===== src/sv/udprc_pkg.sv =====
// Package for the UDP receive check block: verdict codes, header offsets
// and the record that passes a finished segment to the verdict stage.
// Depends on nothing; every other file of the block but udprc_if imports it.
`timescale 1ns / 1ps
`default_nettype none

package udprc_pkg;

	typedef enum logic [1:0] {
		VERDICT_OK           = 2'd0,
		VERDICT_HDR_SHORT    = 2'd1,
		VERDICT_BAD_LENGTH   = 2'd2,
		VERDICT_BAD_CHECKSUM = 2'd3
	} verdict_t;

	// Byte offsets of the UDP header fields.
	localparam logic [15:0] OFF_FROM_PORT = 16'd0;
	localparam logic [15:0] OFF_TO_PORT   = 16'd2;
	localparam logic [15:0] OFF_LENGTH    = 16'd4;
	localparam logic [15:0] OFF_CHECKSUM  = 16'd6;
	localparam logic [15:0] HEADER_BYTES  = 16'd8;

	localparam logic [1:0]  WB_ONE       = 2'd1;
	localparam logic [15:0] BYTE_MAX     = 16'hffff;
	localparam logic [15:0] SUM_GOOD     = 16'hffff;
	localparam logic [18:0] UDP_PROTO    = 19'd17;

	// Totals of one segment, taken after its last word.
	typedef struct packed {
		logic [15:0] sum;
		logic [15:0] bytes;
		logic [15:0] seg_len;
		logic [15:0] from_port;
		logic [15:0] to_port;
		logic        csum_present;
		logic [18:0] pseudo;
		logic [31:0] from_addr;
	} seg_total_t;

endpackage

`default_nettype wire


===== src/sv/udprc_if.sv =====
// Handshake channels of the UDP receive check block: the segment word
// input and the verdict output. No dependencies.
`timescale 1ns / 1ps
`default_nettype none

interface udprc_seg_if;
	logic        valid;
	logic        ready;
	logic [15:0] data_word;
	logic [1:0]  word_bytes;
	logic        last;
	logic [31:0] source_address;
	logic [31:0] target_address;

	modport source (output valid, data_word, word_bytes, last, source_address,
		target_address, input ready);
	modport sink (input valid, data_word, word_bytes, last, source_address,
		target_address, output ready);
endinterface

interface udprc_res_if;
	logic        valid;
	logic        ready;
	logic [1:0]  verdict;
	logic [15:0] sender_port;
	logic [15:0] receiver_port;
	logic [15:0] payload_bytes;
	logic [31:0] sender_address;

	modport source (output valid, verdict, sender_port, receiver_port,
		payload_bytes, sender_address, input ready);
	modport sink (input valid, verdict, sender_port, receiver_port,
		payload_bytes, sender_address, output ready);
endinterface

`default_nettype wire


===== src/sv/udp_receive_check.sv =====
// UDP receive check: checksum and length verification of received IPv4 UDP
// segments. The segment enters one 16-bit big-endian word per transfer on
// the segment channel, starting at the UDP header, with the IP source and
// destination addresses alongside; the sender is to set word_bytes to 1 only
// on an odd final word (the block does not enforce this). The block takes one
// word in every clock cycle, with no gaps between segments, unless a last word
// waits on a full totals register, and gives one verdict transfer on the
// result channel for each word marked last. The accumulation register sets
// the rate, taking each word's sum, byte count and header fields. Verdicts are
// accepted, header short (fewer than eight bytes), bad length (UDP length
// below eight or above the bytes received) and bad checksum (the checksum over
// the UDP length plus the pseudo-header does not fold to all ones). A zero
// checksum field skips the check. Ports and payload length are given only on
// accept and read as zero otherwise; the source address is always given. Bytes
// past the UDP length are not summed, and the byte count saturates at 65535.
// Depends on udprc_pkg, udprc_if, udprc_accum and udprc_verdict.
`timescale 1ns / 1ps
`default_nettype none

module udp_receive_check import udprc_pkg::*; (
	input  logic        clk,
	input  logic        arst_n,
	udprc_seg_if.sink   segment,
	udprc_res_if.source result
);

	// Segment totals travel from the accumulator to the verdict stage through
	// a one-entry register, so a new segment can start while the previous
	// verdict is still being worked out or waits on the result channel.
	logic       total_valid;
	logic       total_ready;
	seg_total_t total;

	// Word accumulation: input register, running sum and header fields.
	udprc_accum u_accum (
		.clk         (clk),
		.arst_n      (arst_n),
		.segment     (segment),
		.total_valid (total_valid),
		.total_ready (total_ready),
		.total       (total)
	);

	// Length checks, pseudo-header fold and the result register.
	udprc_verdict u_verdict (
		.clk         (clk),
		.arst_n      (arst_n),
		.total_valid (total_valid),
		.total_ready (total_ready),
		.total       (total),
		.result      (result)
	);

endmodule

`default_nettype wire


===== src/sv/udprc_accum.sv =====
// Input register and per-word accumulation of the UDP receive check:
// running checksum, byte count and header capture, then the segment totals.
// Depends on udprc_pkg and udprc_seg_if.
`timescale 1ns / 1ps
`default_nettype none

module udprc_accum import udprc_pkg::*; (
	input  logic         clk,
	input  logic         arst_n,
	udprc_seg_if.sink    segment,
	output logic         total_valid,
	input  logic         total_ready,
	output seg_total_t   total
);

	logic        valid_s1;
	logic [15:0] word_s1;
	logic        one_byte_s1;
	logic        last_s1;
	logic [31:0] src_s1;
	logic [31:0] dst_s1;

	logic [15:0] sum_q;
	logic [15:0] bytes_q;
	logic [15:0] seg_len_q;
	logic [15:0] from_port_q;
	logic [15:0] to_port_q;
	logic        csum_present_q;

	logic        valid_s2;
	seg_total_t  total_s2;

	logic        s2_free;
	logic        s1_go;
	logic [15:0] valid_w;
	logic [15:0] upper_w;
	logic [15:0] add_w;
	logic [15:0] remain;
	logic [16:0] sum_raw;
	logic [16:0] bytes_raw;
	seg_total_t  nx;

	assign s2_free       = !valid_s2 || total_ready;
	assign s1_go         = valid_s1 && (!last_s1 || s2_free);
	assign segment.ready = !valid_s1 || s1_go;
	assign total_valid   = valid_s2;
	assign total         = total_s2;

	always_comb begin
		upper_w = {word_s1[15:8], 8'h00};
		valid_w = one_byte_s1 ? upper_w : word_s1;

		nx.from_port    = from_port_q;
		nx.to_port      = to_port_q;
		nx.seg_len      = seg_len_q;
		nx.csum_present = csum_present_q;
		if (bytes_q == OFF_FROM_PORT) begin
			nx.from_port = valid_w;
		end else if (bytes_q == OFF_TO_PORT) begin
			nx.to_port = valid_w;
		end else if (bytes_q == OFF_LENGTH) begin
			nx.seg_len = valid_w;
		end else if (bytes_q == OFF_CHECKSUM) begin
			nx.csum_present = (valid_w != 16'h0000);
		end

		// Only bytes inside the UDP length count toward the checksum; the
		// first two header words always do.
		remain = nx.seg_len - bytes_q;
		if (bytes_q < OFF_LENGTH) begin
			add_w = valid_w;
		end else if (bytes_q < nx.seg_len) begin
			add_w = (remain == 16'd1) ? upper_w : valid_w;
		end else begin
			add_w = 16'h0000;
		end

		sum_raw = {1'b0, sum_q} + {1'b0, add_w};
		nx.sum  = sum_raw[15:0] + {15'd0, sum_raw[16]};

		bytes_raw = {1'b0, bytes_q} + (one_byte_s1 ? 17'd1 : 17'd2);
		nx.bytes  = bytes_raw[16] ? BYTE_MAX : bytes_raw[15:0];

		nx.pseudo = {3'd0, src_s1[31:16]} + {3'd0, src_s1[15:0]}
			+ {3'd0, dst_s1[31:16]} + {3'd0, dst_s1[15:0]} + UDP_PROTO;
		nx.from_addr = src_s1;
	end

	always_ff @(posedge clk or negedge arst_n) begin
		if (!arst_n) begin
			valid_s1 <= 1'b0;
		end else if (segment.valid && segment.ready) begin
			valid_s1 <= 1'b1;
		end else if (s1_go) begin
			valid_s1 <= 1'b0;
		end
	end

	always_ff @(posedge clk) begin
		if (segment.valid && segment.ready) begin
			word_s1     <= segment.data_word;
			one_byte_s1 <= (segment.word_bytes == WB_ONE);
			last_s1     <= segment.last;
			src_s1      <= segment.source_address;
			dst_s1      <= segment.target_address;
		end
	end

	always_ff @(posedge clk or negedge arst_n) begin
		if (!arst_n) begin
			sum_q          <= '0;
			bytes_q        <= '0;
			seg_len_q      <= '0;
			from_port_q    <= '0;
			to_port_q      <= '0;
			csum_present_q <= 1'b0;
		end else if (s1_go) begin
			if (last_s1) begin
				sum_q          <= '0;
				bytes_q        <= '0;
				seg_len_q      <= '0;
				from_port_q    <= '0;
				to_port_q      <= '0;
				csum_present_q <= 1'b0;
			end else begin
				sum_q          <= nx.sum;
				bytes_q        <= nx.bytes;
				seg_len_q      <= nx.seg_len;
				from_port_q    <= nx.from_port;
				to_port_q      <= nx.to_port;
				csum_present_q <= nx.csum_present;
			end
		end
	end

	always_ff @(posedge clk or negedge arst_n) begin
		if (!arst_n) begin
			valid_s2 <= 1'b0;
		end else if (s1_go && last_s1) begin
			valid_s2 <= 1'b1;
		end else if (total_ready) begin
			valid_s2 <= 1'b0;
		end
	end

	always_ff @(posedge clk) begin
		if (s1_go && last_s1) begin
			total_s2 <= nx;
		end
	end

endmodule

`default_nettype wire


===== src/sv/udprc_verdict.sv =====
// Verdict stage of the UDP receive check: length checks, pseudo-header
// checksum fold and the registered result. Depends on udprc_pkg and udprc_res_if.
`timescale 1ns / 1ps
`default_nettype none

module udprc_verdict import udprc_pkg::*; (
	input  logic         clk,
	input  logic         arst_n,
	input  logic         total_valid,
	output logic         total_ready,
	input  seg_total_t   total,
	udprc_res_if.source  result
);

	logic        valid_q;
	verdict_t    verdict_q;
	logic [15:0] from_port_q;
	logic [15:0] to_port_q;
	logic [15:0] payload_q;
	logic [31:0] from_addr_q;

	logic        load;
	logic [19:0] csum_raw;
	logic [16:0] csum_fold1;
	logic [15:0] csum_fold2;
	verdict_t    verdict_nx;

	assign load        = total_valid && (!valid_q || result.ready);
	assign total_ready = load;

	always_comb begin
		csum_raw   = {4'd0, total.sum} + {1'b0, total.pseudo} + {4'd0, total.seg_len};
		csum_fold1 = {1'b0, csum_raw[15:0]} + {13'd0, csum_raw[19:16]};
		csum_fold2 = csum_fold1[15:0] + {15'd0, csum_fold1[16]};

		if (total.bytes < HEADER_BYTES) begin
			verdict_nx = VERDICT_HDR_SHORT;
		end else if (total.seg_len < HEADER_BYTES || total.seg_len > total.bytes) begin
			verdict_nx = VERDICT_BAD_LENGTH;
		end else if (total.csum_present && csum_fold2 != SUM_GOOD) begin
			verdict_nx = VERDICT_BAD_CHECKSUM;
		end else begin
			verdict_nx = VERDICT_OK;
		end
	end

	always_ff @(posedge clk or negedge arst_n) begin
		if (!arst_n) begin
			valid_q <= 1'b0;
		end else if (load) begin
			valid_q <= 1'b1;
		end else if (result.ready) begin
			valid_q <= 1'b0;
		end
	end

	always_ff @(posedge clk) begin
		if (load) begin
			verdict_q   <= verdict_nx;
			from_addr_q <= total.from_addr;
			if (verdict_nx == VERDICT_OK) begin
				from_port_q <= total.from_port;
				to_port_q   <= total.to_port;
				payload_q   <= total.seg_len - HEADER_BYTES;
			end else begin
				from_port_q <= '0;
				to_port_q   <= '0;
				payload_q   <= '0;
			end
		end
	end

	assign result.valid          = valid_q;
	assign result.verdict        = verdict_q;
	assign result.sender_port    = from_port_q;
	assign result.receiver_port  = to_port_q;
	assign result.payload_bytes  = payload_q;
	assign result.sender_address = from_addr_q;

endmodule

`default_nettype wire


===== src/flat_wrapper.sv =====
// flat-port wrapper written by rule: the top's interface ports become plain ports
module udp_receive_check_flat import udprc_pkg::*;
  (clk, arst_n, segment_valid, segment_data_word, segment_word_bytes, segment_last, segment_source_address, segment_target_address, segment_ready, result_valid, result_verdict, result_sender_port, result_receiver_port, result_payload_bytes, result_sender_address, result_ready);
  udprc_seg_if segment_i ();
  udprc_res_if result_i ();
  input  logic clk;
  input  logic arst_n;
  input wire logic [$bits(segment_i.valid)-1:0] segment_valid;
  input wire logic [$bits(segment_i.data_word)-1:0] segment_data_word;
  input wire logic [$bits(segment_i.word_bytes)-1:0] segment_word_bytes;
  input wire logic [$bits(segment_i.last)-1:0] segment_last;
  input wire logic [$bits(segment_i.source_address)-1:0] segment_source_address;
  input wire logic [$bits(segment_i.target_address)-1:0] segment_target_address;
  output wire logic [$bits(segment_i.ready)-1:0] segment_ready;
  output wire logic [$bits(result_i.valid)-1:0] result_valid;
  output wire logic [$bits(result_i.verdict)-1:0] result_verdict;
  output wire logic [$bits(result_i.sender_port)-1:0] result_sender_port;
  output wire logic [$bits(result_i.receiver_port)-1:0] result_receiver_port;
  output wire logic [$bits(result_i.payload_bytes)-1:0] result_payload_bytes;
  output wire logic [$bits(result_i.sender_address)-1:0] result_sender_address;
  input wire logic [$bits(result_i.ready)-1:0] result_ready;
  assign segment_i.valid = segment_valid;
  assign segment_i.data_word = segment_data_word;
  assign segment_i.word_bytes = segment_word_bytes;
  assign segment_i.last = segment_last;
  assign segment_i.source_address = segment_source_address;
  assign segment_i.target_address = segment_target_address;
  assign segment_ready = segment_i.ready;
  assign result_valid = result_i.valid;
  assign result_verdict = result_i.verdict;
  assign result_sender_port = result_i.sender_port;
  assign result_receiver_port = result_i.receiver_port;
  assign result_payload_bytes = result_i.payload_bytes;
  assign result_sender_address = result_i.sender_address;
  assign result_i.ready = result_ready;
  udp_receive_check u_core (.clk(clk), .arst_n(arst_n), .segment(segment_i), .result(result_i));
endmodule

===== config.mk =====
export PLATFORM = sky130hd
export DESIGN_NAME = udp_receive_check_flat
export DESIGN_NICKNAME = d
export VERILOG_FILES = /design/src/sv/udprc_pkg.sv /design/src/sv/udprc_if.sv /design/src/sv/udp_receive_check.sv /design/src/sv/udprc_accum.sv /design/src/sv/udprc_verdict.sv /design/src/flat_wrapper.sv
export SDC_FILE = /design/constraint.sdc
export NUM_CORES = 1
export LEC_CHECK = 0
export ABC_AREA = 1
export BUFFER_PORTS_ARGS = -buffer_cell sky130_fd_sc_hd__buf_2
export CORE_MARGIN = 3
export CORE_UTILIZATION = 29
export DETAILED_ROUTE_END_ITERATION = 16
export PLACE_DENSITY = 0.49
export SETUP_SLACK_MARGIN = 0.4
export SKIP_CTS_REPAIR_TIMING = 1
export SYNTH_ARGS = -nofsm -noshare
export SYNTH_HDL_FRONTEND = slang
export SYNTH_SLANG_ARGS = --single-unit

===== constraint.sdc =====
create_clock -name clk -period 11.2 [get_ports clk]
set_input_delay 1.12 -clock clk [delete_from_list [all_inputs] [get_ports clk]]
set_output_delay 1.12 -clock clk [all_outputs]
set_load 0.01 [all_outputs]

Word level (Yosys, flattened, before mapping)
Cells that the tools add are included.
{ "op_classes": {"addsub": 13, "magnitude_cmp": 5, "eq_ne": 6, "n_mux": 30, "n_reduce_logical": 20} }
{ "op_table": {"columns": ["operator", "count"], "rows": [
  ["16-bit two-way mux", 13],
  ["16-bit by 16-bit adder with 17-bit output", 2],
  ["16-bit by 1-bit adder with 16-bit output", 2],
  ["16-bit by 3-bit == test with 1-bit output, second input constant", 2],
  ["16-bit by 4-bit < comparator with 1-bit output, second input constant", 2],
  ["16-bit by 19-bit adder with 20-bit output", 1],
  ["20-bit by 16-bit adder with 20-bit output", 1],
  ["18-bit by 16-bit adder with 19-bit output", 1],
  ["19-bit by 5-bit adder with 19-bit output, second input constant", 1],
  ["17-bit by 16-bit adder with 18-bit output", 1],
  ["16-bit by 2-bit adder with 17-bit output", 1],
  ["16-bit by 4-bit adder with 17-bit output", 1],
  ["17-bit two-way mux", 1],
  ["16-bit by 1-bit == test with 1-bit output, second input constant", 1],
  ["16-bit by 2-bit == test with 1-bit output, second input constant", 1],
  ["16-bit greater-than comparator", 1],
  ["16-bit logical NOT", 1],
  ["16-bit < comparator", 1],
  ["16-bit by 3-bit < comparator with 1-bit output, second input constant", 1],
  ["8-bit two-way mux", 2],
  ["16-bit inequality test, second input constant", 1],
  ["16-bit nonzero test", 1],
  ["16-bit subtractor", 1],
  ["16-bit by 4-bit subtractor with 16-bit output, second input constant", 1],
  ["8 further kinds", 33]
]} }
{ "word_totals": {"register_bits": 380, "input_bits": 87, "word_cells": 101} }

Longest topological paths before layout
{ "depth": {"ltp_word": 12, "depth_mapped": 48, "ltp_nobuf": 48} }

Modules after synthesis
Synthesis repeated with hierarchy kept, for this count alone.
{ "hier_totals": {"cells_unflattened": 2156, "hier_area_um2": 20933.8} }
{ "modules_own_cells": {"columns": ["module", "instances", "cells_each", "area_each_um2", "seq_area_each_um2"], "rows": [
  ["udprc_accum", 1, 1471, 14961.8, 8503.2],
  ["udprc_verdict", 1, 685, 5972.0, 2487.4]
]} }

Least setup slack after synthesis
Ideal clock, no wire load.
{ "synth_timing": {"kind": "flip-flop to flip-flop", "from": "register u_core.u_accum.bytes_q[5]", "to": "register u_core.u_accum.total_s2, in the netlist u_core.u_accum.total[130] (data pin)", "setup_time_ps": 266, "arrival_ps": 6696, "required_time_ps": 10934, "setup_slack_ps": 4239, "stages_incl_launch_ff": 42, "path_cell_list": "dfrtp_1 > nor4_1 > inv_1 > nor2_1 > nand2_1 > clkbuf_1 > o21ai_0 > inv_1 > ha_1 > nand3_1 > nand3_1 > nand2_1 > o211ai_1 > a21oi_1 > o21ai_0 > nand3_1 > a32oi_1 > nand3_1 > (+6 left out) > o21ai_0 > inv_1 > o21bai_1 > nand3_1 > a21boi_0 > nor2_1 > o21bai_1 > ha_1 > ha_1 > inv_1 > nor3_1 > inv_1 > nor3_1 > nand3_1 > nor2_1 > nand3_1 > nand3b_1 > xnor2_1"} }
{ "synth_lines": {"columns": ["item", "line_no", "rtl"], "rows": [
  ["start: declaration", "udprc_accum.sv:24", "logic [15:0] bytes_q;"],
  ["start signal: assignment", "udprc_accum.sv:127", "bytes_q <= nx.bytes;"],
  ["end signal: assignment", "udprc_accum.sv:148", "total_s2 <= nx;"],
  ["end: declaration", "udprc_accum.sv:31", "seg_total_t total_s2;"]
]} }

==> metrics.yaml <==
worst_setup_path:
  cp_slowest_cell: "a32oi_1"
  worstPathArrival_ns: 8.81
  worstSetupStartpointType: "flip-flop"
  critPathKind: "reg -> reg"
  cp_max_fo: 31
  cp-end-kind: "flip-flop"
  r2r_setup_slack_ns: 2.72
  crit_required_ns: 11.53
  cpPeakStageDelay_ns: 0.58
  cp.buffers_inverters: 7
  path_delay_family: "simple AND/OR/NAND/NOR gates"
yosys:
  syn_inst: 1897
  ys_warn_count: 0
  ys_seq_area_share_pct: 55.10
  synth_ff_type: "edfxtp_1"
  ys_ff_latch: 380
  syn_nets: 2147
  syn_area_per_cell_sq_um: 10.51
  async_flop_share_pct: 22.11
  syn_area_sq_mm: 0.01995
  synth_edf_count: 296
  synth.distinct_cells: 47
layout:
  mostFrequentLayoutCells: "inv_1, nand2_1, edfxtp_1"
  final_common_cell: "inv_1"
  syn_to_final_growth_pct: 17.11
  drive_gt1_share_pct: 14.77
  layout.cells.non_filler: 3001
  fin_nets: 2340
  fill_cells: 6731
  multiInputGateArea_sq_mm: 0.007550
  ff_latch_area_sq_mm: 0.01099
detailed_routing:
  wl_per_cell_um: 16.56
  drt_pre_antenna_iters: 5
  antenna_left: 0
  wl_um: 49700
  drcViolationCount: 0
  vias: 13602
  vias_per_cell: 4.532
  first_iter_violations: 813
die:
  die_h_um: 268.3
  rows: 95
  die_w_um: 268.3
  initial_utilization_pct: 29.49
  die_area_sq_mm: 0.07196
  ios: 171
  fp.coreArea_sq_mm: 0.06763
timing:
  finalSetupViolations: 0
  rsz0062_at_grt: "false"
  fin_crit_ns: 8.483
  finClkSkew_ns: 0.02494
  slew_headroom_pct: 20.21
  tightest_slew_ns: 1.194
  setup_tns_ns: 0
  fmaxAchievable_mhz: 117.9
  hold_violations: 0
  fin_crit_sh_pct: 75.74
  drv_slew: 0
placement:
  hpwl_um: 36200
  io_buffers: 170
  dp.cells: 2916
  place.gp.congestion: 0.8708
clock_tree:
  clkLatencyLatePin_ns: 0.59
  ctsRootBufferMaster: "clkbuf_16"
  clk_path_buf_depth: 3
  path_clk_slew_ns: 0.06
  cts_tree: "yes"
  cts_buffers: 45
  clock_sink_count: 380
  htreeDepth: 2
pwr:
  sw_frac_of_total_pct: 41.64
  ir_worst_vdd_v: 0.0001402
  seq_power_share_pct: 30.1
  internal-power_mw: 3.732
  leakagePower_nw: 10.52
  switchingPower_mw: 2.663
  power.density_mw_per_mm2: 273.8
  combPwrFrac_pct: 45.9
  power.share.clock_pct: 24.0
global_route:
  grt_max_degree: 70
  grt_pass1_vias: 13601
  antenna_found_initial: 2
  grt_pass1_wl_um: 76330
  grt.total_usage_pct: 13.81
  globalRouteOverflowTotal: 0
run_status:
  outcome: "complete, no violations"
run:
  maxCapViolCount: 0
min_path:
  hold_class: "in -> async"
-- power by group through the flow --
stage / sequential (mW) / clock [mW] / combinational [mW]
4_1_cts: 1.93 / 1.59 / 2.96
3_3_place_gp: 1.96 / 0 / 2.90
6_report: 1.93 / 1.53 / 2.94
3_5_place_dp: 1.96 / 0 / 2.94
2_1_floorplan: 1.92 / 0 / 2.23
5_1_grt: 1.95 / 1.65 / 3.37
-- cell families after synthesis --
family / count (synthesis) / share of synthesized area, %
and+or+nand+nor: 651 / 14.76
DFF: 380 / 55.10
buffers and inverters: 367 / 7.139
AOI/OAI and AO/OA: 263 / 7.609
adders and majority gates: 163 / 12.18
xor gates and xnor gates: 73 / 3.206
-- cell usage after synthesis, drive strengths merged (14+ instances only) --
cell type | instances | share of area (%)
a21oi | 78 | 2.0
clkbuf | 27 | 0.51
dfrtp | 84 | 11
edfxtp | 296 | 45
fa | 52 | 5.2
ha | 111 | 7.0
inv | 331 | 6.2
nand2 | 330 | 6.4
nand3 | 97 | 2.6
nand4 | 18 | 0.56
nor2 | 166 | 4.1
nor3 | 20 | 0.50
nor4 | 14 | 0.44
o21ai | 86 | 2.2
o22ai | 59 | 1.9
xnor2 | 21 | 0.92
xor2 | 52 | 2.3
-- sequential cells by signal, summed over array words and instances (netlist names), 2 cells and up --
name,cells
u_core.u_verdict.result.sender_port,16
u_core.u_verdict.result.sender_address,32
u_core.u_accum.word_s1,16
u_core.u_accum.dst_s1,32
u_core.u_accum.sum_q,16
u_core.u_accum.from_port_q,16
u_core.u_accum.seg_len_q,16
u_core.u_verdict.result.payload_bytes,16
u_core.u_accum.bytes_q,16
u_core.u_accum.to_port_q,16
u_core.u_verdict.result.verdict,2
u_core.u_accum.total,132
u_core.u_accum.src_s1,32
u_core.u_verdict.result.receiver_port,16
-- area by class of cell --
type	instances	share of cell area (%)
clock inverters	29	1.628
multi-input cells	1150	32.32
repair buffers	179	3.943
well taps	873	4.676
inverters	334	5.389
clock buffers	54	4.966
diodes	2	0.02143
flip-flops and latches	380	47.05
-- final timing paths --
kind / end / startpoint / cells after the start
worst max register to register: u_core.u_accum.total[130]$_DFFE_PP_ / u_core.u_accum.bytes_q[13]$_DFFE_PN0P_ / 40
worst min-delay path: u_core.u_accum.bytes_q[14]$_DFFE_PN0P_ / arst_n / 1
min in group clk: u_core.u_verdict.result.sender_address[15]$_DFFE_PP_ / u_core.u_accum.total[15]$_DFFE_PP_ / 0
max in group asynchronous: u_core.u_accum.sum_q[1]$_DFFE_PN0P_ / arst_n / 2
worst max-delay path: u_core.u_accum.total[130]$_DFFE_PP_ / u_core.u_accum.bytes_q[13]$_DFFE_PN0P_ / 40
worst min register to register: u_core.u_verdict.result.sender_address[15]$_DFFE_PP_ / u_core.u_accum.total[15]$_DFFE_PP_ / 0
-- metal layers --
metal	share of wire [%]	global-route usage, %
met2	49	23.32
met4	2.7	4.643
met1	44	17.84
met5	0	0
met3	4.7	2.646
-- through the flow --
| stage | total power, mW | setup WS (ns) | area [sq um] | hold WS, ns | utilization, % |
|---|---|---|---|---|---|
| finish | 6.395 | 2.717 | 23360 | 0.3844 | 34.54 |
| global route | 6.971 | 1.610 | 23350 | 0.3598 | 34.53 |
| CTS | 6.477 | 2.669 | 23350 | 0.3374 | 34.53 |
| detailed placement | 4.901 | 2.668 | 21810 | 0.4052 | 32.25 |
| global placement | 4.860 | 2.839 | 21810 | 0.4026 | 32.25 |
| floorplan | 4.147 | 4.239 | 19950 | 0.4003 | - |
Power figures use the tool's default switching activity.
